$ cat src/hdl/plt_pkg.sv
package plt_pkg;

	// Partner link codes.
	localparam logic [7:0] POLL_BYTE = 8'hE0;
	localparam logic [7:0] BUSY_BYTE = 8'hE1;

	// Source of an input transfer.
	localparam logic KIND_PARTNER = 1'b0;
	localparam logic KIND_HOST    = 1'b1;

	// Kind of a result transfer.
	localparam logic RK_TX     = 1'b0;
	localparam logic RK_STATUS = 1'b1;

	typedef enum logic [1:0] {
		ST_ACCEPTED   = 2'd0,
		ST_BAD_LENGTH = 2'd1,
		ST_BUSY       = 2'd2
	} load_status_t;

endpackage

$ cat src/hdl/plt_mem.sv
module plt_mem #(
	parameter int DEPTH = 40,
	parameter int AW    = 6
) (
	input  logic          clk,
	input  logic          wr_en,
	input  logic [AW-1:0] wr_addr,
	input  logic [7:0]    wr_data,
	input  logic          rd_en,
	input  logic [AW-1:0] rd_addr,
	output logic [7:0]    rd_data
);

	logic [7:0] mem_q [DEPTH];
	logic [7:0] rd_data_q;

	// Single write port; contents are undefined until written.
	always_ff @(posedge clk) begin
		if (wr_en) begin
			mem_q[wr_addr] <= wr_data;
		end
	end

	// Registered read port.
	always_ff @(posedge clk) begin
		if (rd_en) begin
			rd_data_q <= mem_q[rd_addr];
		end
	end

	assign rd_data = rd_data_q;

endmodule

$ cat src/hdl/polled_link_tx_buffer_top.sv
// An echo or load status is offered in the cycle after its input transfer; the first byte of
// a released message follows once its memory read has returned into the output register.
// One input transfer a cycle while no message is sent and out_ready does not hold the output;
// a released message goes out byte by byte, each read then sent; input resumes after the last.
// Reset (arst_n, asynchronous, active low) clears the flags, length, load position and output
// register; the message memory is not cleared and needs no clearing pass.
module polled_link_tx_buffer_top #(
	parameter int BUFFER_DEPTH = 40
) (
	input  logic       clk,
	input  logic       arst_n,
	input  logic       in_valid,
	output logic       in_ready,
	input  logic       kind,
	input  logic [7:0] byte_value,
	input  logic       message_end,
	output logic       out_valid,
	input  logic       out_ready,
	output logic       result_kind,
	output logic [7:0] tx_byte,
	output logic       tx_last,
	output logic [1:0] load_status,
	output logic       partner_busy
);

	import plt_pkg::*;

	// Address width of the message memory, and width of a count that can
	// reach BUFFER_DEPTH itself (the load position saturates there).
	localparam int AW = $clog2(BUFFER_DEPTH);
	localparam int LW = $clog2(BUFFER_DEPTH + 1);

	typedef enum logic [1:0] {
		S_IDLE,
		S_READ,
		S_WAIT
	} state_t;

	state_t        state_q;
	logic          busy_q;
	logic          pending_q;
	logic [LW-1:0] len_q;
	logic [LW-1:0] pos_q;
	logic [AW-1:0] rd_idx_q;

	logic          out_valid_q;
	logic          result_kind_q;
	logic [7:0]    tx_byte_q;
	logic          tx_last_q;
	load_status_t  load_status_q;
	logic          partner_busy_q;

	logic          in_fire;
	logic          host_store;
	logic [LW-1:0] pos_upd;
	logic          start_send;
	logic          next_byte;
	logic          rd_en;
	logic [AW-1:0] rd_addr;
	logic [7:0]    rd_data;
	logic          rd_last;
	load_status_t  end_status;

	// New input is taken only between answers, and only when the output
	// register is empty or its result is leaving in this cycle.
	assign in_ready = (state_q == S_IDLE) && (!out_valid_q || out_ready);
	assign in_fire  = in_valid && in_ready;

	// A host byte is stored only while nothing is pending and the buffer
	// still has room; beyond that the position saturates.
	assign host_store = in_fire && (kind == KIND_HOST) && !pending_q &&
	                    (pos_q < LW'(BUFFER_DEPTH));
	assign pos_upd    = host_store ? (pos_q + LW'(1)) : pos_q;

	// Busy or pending wins over length; a full count is a bad length.
	always_comb begin
		if (pending_q || busy_q) begin
			end_status = ST_BUSY;
		end else if (pos_upd >= LW'(BUFFER_DEPTH)) begin
			end_status = ST_BAD_LENGTH;
		end else begin
			end_status = ST_ACCEPTED;
		end
	end

	// A poll with a message pending starts the send at entry zero; each
	// taken byte that is not the last fetches the following entry. Loads
	// and sends never overlap, since loads are only taken in the idle state
	// and sending holds the block out of it.
	assign start_send = in_fire && (kind == KIND_PARTNER) &&
	                    (byte_value == POLL_BYTE) && pending_q;
	assign next_byte  = (state_q == S_WAIT) && out_ready && !tx_last_q;
	assign rd_en      = start_send || next_byte;
	assign rd_addr    = start_send ? '0 : (rd_idx_q + AW'(1));

	// The entry just read is the last one when its index plus one equals the
	// stored length; for a non-empty message the index never exceeds BUFFER_DEPTH - 2 here.
	assign rd_last = ((LW'(rd_idx_q) + LW'(1)) == len_q);

	plt_mem #(
		.DEPTH (BUFFER_DEPTH),
		.AW    (AW)
	) u_mem (
		.clk     (clk),
		.wr_en   (host_store),
		.wr_addr (pos_q[AW-1:0]),
		.wr_data (byte_value),
		.rd_en   (rd_en),
		.rd_addr (rd_addr),
		.rd_data (rd_data)
	);

	always_ff @(posedge clk or negedge arst_n) begin
		if (!arst_n) begin
			state_q        <= S_IDLE;
			busy_q         <= 1'b0;
			pending_q      <= 1'b0;
			len_q          <= '0;
			pos_q          <= '0;
			rd_idx_q       <= '0;
			out_valid_q    <= 1'b0;
			result_kind_q  <= RK_TX;
			tx_byte_q      <= '0;
			tx_last_q      <= 1'b0;
			load_status_q  <= ST_ACCEPTED;
			partner_busy_q <= 1'b0;
		end else begin
			case (state_q)
				S_IDLE: begin
					if (out_valid_q && out_ready) begin
						out_valid_q <= 1'b0;
					end
					if (in_fire) begin
						if (kind == KIND_PARTNER) begin
							if (byte_value == POLL_BYTE) begin
								busy_q <= 1'b0;
								if (pending_q) begin
									pending_q <= 1'b0;
									rd_idx_q  <= '0;
									state_q   <= S_READ;
								end else begin
									out_valid_q    <= 1'b1;
									result_kind_q  <= RK_TX;
									tx_byte_q      <= POLL_BYTE;
									tx_last_q      <= 1'b1;
									load_status_q  <= ST_ACCEPTED;
									partner_busy_q <= 1'b0;
								end
							end else if (byte_value == BUSY_BYTE) begin
								busy_q         <= 1'b1;
								out_valid_q    <= 1'b1;
								result_kind_q  <= RK_TX;
								tx_byte_q      <= POLL_BYTE;
								tx_last_q      <= 1'b1;
								load_status_q  <= ST_ACCEPTED;
								partner_busy_q <= 1'b1;
							end
						end else begin
							if (message_end) begin
								// The position returns to zero whatever the status.
								pos_q          <= '0;
								out_valid_q    <= 1'b1;
								result_kind_q  <= RK_STATUS;
								tx_byte_q      <= '0;
								tx_last_q      <= 1'b0;
								load_status_q  <= end_status;
								partner_busy_q <= busy_q;
								if (end_status == ST_ACCEPTED) begin
									pending_q <= 1'b1;
									len_q     <= pos_upd;
								end
							end else begin
								pos_q <= pos_upd;
							end
						end
					end
				end
				S_READ: begin
					out_valid_q    <= 1'b1;
					result_kind_q  <= RK_TX;
					tx_byte_q      <= rd_data;
					tx_last_q      <= rd_last;
					load_status_q  <= ST_ACCEPTED;
					partner_busy_q <= busy_q;
					state_q        <= S_WAIT;
				end
				S_WAIT: begin
					if (out_ready) begin
						out_valid_q <= 1'b0;
						if (tx_last_q) begin
							state_q <= S_IDLE;
						end else begin
							rd_idx_q <= rd_addr;
							state_q  <= S_READ;
						end
					end
				end
				default: begin
					state_q     <= S_IDLE;
					out_valid_q <= 1'b0;
				end
			endcase
		end
	end

	assign out_valid    = out_valid_q;
	assign result_kind  = result_kind_q;
	assign tx_byte      = tx_byte_q;
	assign tx_last      = tx_last_q;
	assign load_status  = load_status_q;
	assign partner_busy = partner_busy_q;

endmodule
$ cat config.mk
export PLATFORM = sky130hd
export DESIGN_NAME = polled_link_tx_buffer_top
export DESIGN_NICKNAME = d
export VERILOG_FILES = /design/src/hdl/plt_pkg.sv /design/src/hdl/plt_mem.sv /design/src/hdl/polled_link_tx_buffer_top.sv
export SDC_FILE = /design/constraint.sdc
export NUM_CORES = 1
export LEC_CHECK = 0
export BUFFER_PORTS_ARGS = -buffer_cell sky130_fd_sc_hd__buf_2
export CAP_MARGIN = 20
export CORE_ASPECT_RATIO = 1.1
export CORE_UTILIZATION = 47
export CTS_CLUSTER_SIZE = 12
export DETAILED_ROUTE_END_ITERATION = 16
export GPL_TIMING_DRIVEN = 0
export SLEW_MARGIN = 15
export SYNTH_ARGS = -nofsm -noshare
export SYNTH_HDL_FRONTEND = slang
export SYNTH_SLANG_ARGS = --single-unit
export TNS_END_PERCENT = 10
$ cat constraint.sdc
create_clock -name clk -period 3.25 [get_ports clk]
set_input_delay 0.65 -clock clk [delete_from_list [all_inputs] [get_ports clk]]
set_output_delay 0.65 -clock clk [all_outputs]
set_load 0.01 [all_outputs]
# Yosys cells after proc, flatten, opt, wreduce, memory -nomap -nowiden
# Memories as Yosys holds them, arrays and structs flattened. A register that Yosys moved wholly into a read port is not among the register bits.
# Index checks and enable logic that the tools add are counted.
[word_totals]
ramBits = 320
memories = 1
wordCells = 132
register_bits = 36
[classes]
n_reduce_logical = 30
add_sub_neg = 2
bitwise = 1
magnitude_cmp = 2
muxes = 68
n_eq_ne = 16
[mem_list]
columns = ["name", "depth", "width", "rd", "rd_clocked_by_memory_dff", "wr", "line_no", "rtl"]
rows = [
  ["u_mem.mem_q", 40, 8, 1, 1, 1, "plt_mem.sv:14", "logic [7:0] mem_q [DEPTH];"],
]
[op_table]
columns = ["op", "n"]
rows = [
  ["$mux W6", 9],
  ["$mux W8", 6],
  ["$mux W1", 33],
  ["$mux W2", 12],
  ["$reduce_and A5 Y1", 4],
  ["$eq A8 B8 Y1 const B", 2],
  ["$pmux W8 S2", 1],
  ["$add A6 B1 Y6 const B", 2],
  ["$pmux W6 S2", 1],
  ["$logic_and A1 B1 Y1", 11],
  ["$ne A2 B2 Y1 const B", 5],
  ["$reduce_bool A2 Y1", 4],
  ["$reduce_and A7 Y1", 1],
  ["$eq A6 B6 Y1", 1],
  ["$ge A6 B6 Y1 const B", 1],
  ["$lt A6 B6 Y1 const B", 1],
  ["$ne A2 B1 Y1 const B", 3],
  ["$pmux W1 S2", 3],
  ["$pmux W2 S3", 1],
  ["$logic_not A2 Y1", 2],
  ["$ne A4 B2 Y1 const B", 1],
  ["$ne A4 B4 Y1 const B", 1],
  ["$pmux W2 S2", 1],
  ["$reduce_and A4 Y1", 1],
  ["other kinds (8)", 12],
]

# Longest topological paths before layout
[depth]
ltp_word = 15
mapped_depth = 10
depth_no_buf = 8

# Modules after synthesis
# A second synthesis with hierarchy kept.
[hier_totals]
hier_cells = 892
area_unflattened_um2 = 15010.6
[modules_own_cells]
columns = ["module", "cells_per_inst", "area_per_inst_um2", "seq_area_each_um2", "n_inst"]
rows = [
  ["plt_mem", 696, 13070.0, 9849.4, 1],
  ["polled_link_tx_buffer_top", 196, 1940.6, 900.9, 1],
]

# Least setup slack after synthesis
# Ideal clock, no wire load.
[synth_timing]
path_type = "input -> register"
from = "input byte_value[3]"
to = "register u_mem.rd_data_q[1], in the netlist u_mem.rd_data[1] (read register of u_mem.mem_q), data pin"
setup_time_ns = 0.255
stages = 9
arrival_ns = 2.387
setup_slack_ns = 0.608
path_cell_list = "or4_4 -> or2_1 -> buf_6 -> nor2_8 -> buf_6 -> a21oi_1 -> o211ai_1 -> o211ai_1 -> a31o_1"
[synth_between]
elab_chain_len = 4
elab_cells_between_ends = 5
cone_classes = "eq/ne: 1; mux: 1; reduce/logical: 3"
[synth_rtl]
columns = ["item", "line_no", "rtl"]
rows = [
  ["from (decl)", "polled_link_tx_buffer_top.sv:15", "input logic [7:0] byte_value,"],
  ["$eq A8 B8 Y1 *", "polled_link_tx_buffer_top.sv:91", "(byte_value == POLL_BYTE) && pending_q;"],
  ["$logic_and A1 B1 Y1 *", "polled_link_tx_buffer_top.sv:90", "assign start_send = in_fire && (kind == KIND_PARTNER) &&"],
  ["$logic_and A1 B1 Y1 *", "polled_link_tx_buffer_top.sv:91", ""],
  ["$mux W6 or $logic_or A1 B1 Y1 (tied branches)", "polled_link_tx_buffer_top.sv:94, polled_link_tx_buffer_top.sv:93", ""],
  ["to (decl)", "plt_mem.sv:15", "logic [7:0] rd_data_q;"],
]
# Mark *: on every way between the ends. The rest lies on a longest branch, timed or not.
# A chain may end at the register's enable or synchronous reset.

# Final worst setup path
[layout_timing]
from = "register rd_idx_q[1]"
to = "register u_mem.rd_data_q[0], in the netlist u_mem.rd_data[0] (read register of u_mem.mem_q), data pin"
[layout_between]
elab_chain_len = 2
[layout_rtl]
columns = ["item", "line_no", "rtl"]
rows = [
  ["from (decl)", "polled_link_tx_buffer_top.sv:44", "logic [AW-1:0] rd_idx_q;"],
  ["from (signal assigned)", "polled_link_tx_buffer_top.sv:193", "rd_idx_q <= rd_addr;"],
  ["$add A6 B1 Y6", "polled_link_tx_buffer_top.sv:94", "assign rd_addr = start_send ? '0 : (rd_idx_q + AW'(1));"],
  ["$mux W6", "polled_link_tx_buffer_top.sv:94", ""],
]
# No other way between the ends.

==> flow_summary_export.csv <==
group,metric,value,unit
setup_path,cp_cell_sequence,"ha_1 -> xor2_2 -> buf_2 -> buf_4 -> mux4_2 -> o21ai_0 -> o221ai_1 -> a31o_1",
final_layout,nets,1085,
min_path,holdCritPathClass,"in2async",
flow_run,drv_cap,0,
global_route,antenna_found_initial,0,
place,preCtsSetupSlack,-697,ps
power_and_ir_drop,p_per_area,608,nW/um^2
final_layout,fillers,2622,
setup_path,cp_slowest_stage_delay,410,ps
setup_path,cp-startpoint,"rd_idx_q[1]",
setup_path,end_kind,"register",
setup_path,arrival,3650,ps
detailed_routing,drt_iter0_markers,1023,
detailed_routing,finalWirelength,40200,um
cts,clk_path_buf_depth,3,
yosys,netlist_area,15000,um^2
sta,layout_setup_ws,-145,ps
die,core_area,31300,um^2
sta,fmax,295,MHz
yosys,ys_ff_latch,364,
final_layout,drive_gt1_share,17.7,%
setup_path,crit_path_max_fanout,10,
detailed_routing,drcViolationCount,0,
power_and_ir_drop,ir_drop,0.305,mV
global_route,grt_max_degree,43,
sta,tightest_slew,1100,ps
place,place_hpwl,26300,um
yosys,ys_types,59,
status,status,"complete, but fails checks",
global_route,grt_remaining_overflow,0,
detailed_routing,dr.pass1.iters,6,
die,rows,68,
yosys,syn_inst,999,
sta,finalCritPeriodShare,104,%
final_layout,area_delta_synth_final,13.0,%
setup_path,r2r_slack,-140,ps
power_and_ir_drop,p_int,0.00787,W
power_and_ir_drop,sw_frac_of_total,23.5,%
cts,cts_root_buffer,"clkbuf_16",
cts,worst_skew_pair.late_latency,530,ps
setup_path,cp_top_family,"compound AO/OA/AOI/OAI gates",
die,initial_core_util,47.8,%
sta,rsz0062_at_grt,"true",
cts,holdBufCountCts,0,
cts,cts_inserted_buffers,39,
power_and_ir_drop,p_switching,0.00241,W
cts,h-tree-depth,2,
detailed_routing,viasPerCell,6.04,
sta,setup_viol,73,
detailed_routing,detail-route-antenna-nets,0,
place,io_buffers,28,
cts,cts_sinks,364,
sta,fin_tns_setup,-3970,ps
power_and_ir_drop,power_frac_seq,51.1,%
global_route,grt_pass1_vias,9139,
setup_path,crit_required,3510,ps
die,ioPinCount,29,
place,gp_congestion,0.973,
setup_path,cpMaxStageDelayCell,"xor2_2",
final_layout,diodes,0,
setup_path,startpoint_type,"register",
global_route,grt.total_usage,25.6,%
global_route,grt_pass1_wl,59600,um
setup_path,path_buf_inv,2,
sta,hold_viol,0,
die,die_height,189,um
setup_path,r2r-end,"u_mem.rd_data[0]",
cts,cts_tree,"yes",
yosys,synth_nets,1015,
sta,clock_skew,18.8,ps
setup_path,crit_type,"reg2reg",
die,dieArea,32500,um^2
detailed_routing,wire_per_inst,26.6,um
sta,finalMaxSlewViolations,0,
yosys,synth_warnings,0,
yosys,async_flop_share,9.89,%
power_and_ir_drop,p_clk_share,40.1,%
yosys,ys_seq_area_share,71.9,%
status,violations,"setup timing",
sta,slew_headroom,26.1,%
yosys,avgSynthCellArea,15.0,um^2
die,die_w,172,um
yosys,ys.flop_type,"edfxtp_1",
cts,clk_pin_slew,60,ps
power_and_ir_drop,power_frac_comb,8.8,%
setup_path,worstRegToRegCells,8,
power_and_ir_drop,p_leak,5.57,nW
sta,min_period,3390,ps
setup_path,r2r_start,"rd_idx_q[1]",
cts,postCtsSetupBuffers,0,
detailed_routing,dr_total_vias,9132,
yosys,synth_edf_count,328,
per-stage QoR:
step	hold WS (ps)	utilization (%)	instances	total power (W)	cell area, um^2
finish	220	54.0	1512	0.0103	16900
floorplan	354	-	999	0.00588	15000
detailed placement	460	49.9	1448	0.00625	15600
global route	281	54.0	1512	0.0106	16900
global placement	454	49.9	1447	0.00623	15600
CTS	242	53.8	1511	0.0103	16800
metal layers:
layer / global-route usage (%) / part of all wire [%] / vias to the layer above
li1: - / - / 4005
met1: 34.7 / 41 / 4629
met2: 41.5 / 48 / 418
met3: 4.41 / 7.1 / 80
met4: 9.43 / 3.2 / 0
met5: 0 / 0 / -
area by class of cell:
class                           count  area [um^2]  area share (%)
Buffer                             60          295            1.75
Clock buffer                       50         1060            6.27
Clock inverter                     14         87.6           0.518
Inverter                            5         18.8           0.111
Multi-Input combinational cell    569         3990            23.6
Sequential cell                   364        10800            63.6
Tap cell                          420          526            3.11
Timing Repair Buffer               30          176            1.04
worst max path at each step:
stage	to	cells after the start
after global routing	u_mem.mem_q[30][4]	6
after detailed placement	u_mem.rd_data[2]	8
after global placement	u_mem.rd_data[0]	8
final	u_mem.rd_data[0]	8
after floorplan	u_mem.rd_data[1]	9
after CTS	u_mem.mem_q[22][7]	6
placed cells by master (no fill, tap or decap), types with 13 or more instances in the layout:
master     count
clkbuf_1      30
dfrtp_1       36
o21ai_0       39
nor2_2        20
o22ai_1       21
nand3_1       16
nor2b_1       13
a31oi_1       13
edfxtp_1     328
buf_2         46
mux4_2        35
nand2_1       94
nor2_1        55
a21o_1        17
clkbuf_16     41
a21oi_1       72
power groups by stage:
| stage | registers, W | clock network [W] | logic, W |
|---|---|---|---|
| final | 0.00526 | 0.00412 | 0.000907 |
| after global placement | 0.00535 | 0 | 0.000879 |
| after detailed placement | 0.00535 | 0 | 0.000894 |
| after floorplan | 0.00535 | 0 | 0.000532 |
| after global routing | 0.00527 | 0.00433 | 0.000987 |
| after CTS | 0.00526 | 0.00416 | 0.000903 |
sequential cells by signal (all words and copies together), names as in the netlist:
name	flops
tx_last	1
result_kind	1
u_mem.mem_q	320
pending_q	1
state_q	2
out_valid	1
tx_byte	8
u_mem.rd_data	8
pos_q	6
busy_q	1
len_q	6
partner_busy	1
load_status	2
rd_idx_q	6
synth_stat cells, types with 11 or more instances:
| cell type | number | area, um^2 |
|---|---|---|
| nor3_1 | 12 | 60.1 |
| a21oi_1 | 73 | 365 |
| a21o_1 | 17 | 128 |
| a31oi_1 | 13 | 81.3 |
| nand3_1 | 16 | 80.1 |
| mux2i_1 | 12 | 120 |
| dfrtp_1 | 36 | 901 |
| xnor2_1 | 12 | 105 |
| o21ai_0 | 39 | 195 |
| edfxtp_1 | 328 | 9850 |
| o22ai_1 | 21 | 131 |
| nor2_1 | 77 | 289 |
| nor2b_1 | 13 | 81.3 |
| buf_2 | 21 | 105 |
| mux4_2 | 35 | 788 |
| clkbuf_1 | 25 | 93.8 |
| buf_1 | 11 | 41.3 |
| nand2_1 | 94 | 353 |
| mux2_2 | 12 | 135 |
timing repair:
item | 4_1_cts | 5_1_grt
pin swaps | 0 | 0
gates resized for setup | 28 | 22
endpoints found under the setup margin | 89 | 231
cell families after synthesis:
kind of cell | Yosys count | synth area share (%)
xor+xnor | 21 | 1.23
mux | 59 | 6.98
buf+inv | 66 | 2.01
simple gates | 255 | 7.83
fa+ha+maj | 2 | 0.167
compound gates | 232 | 9.91
flops | 364 | 71.9
(Power assumes the default switching activity.)
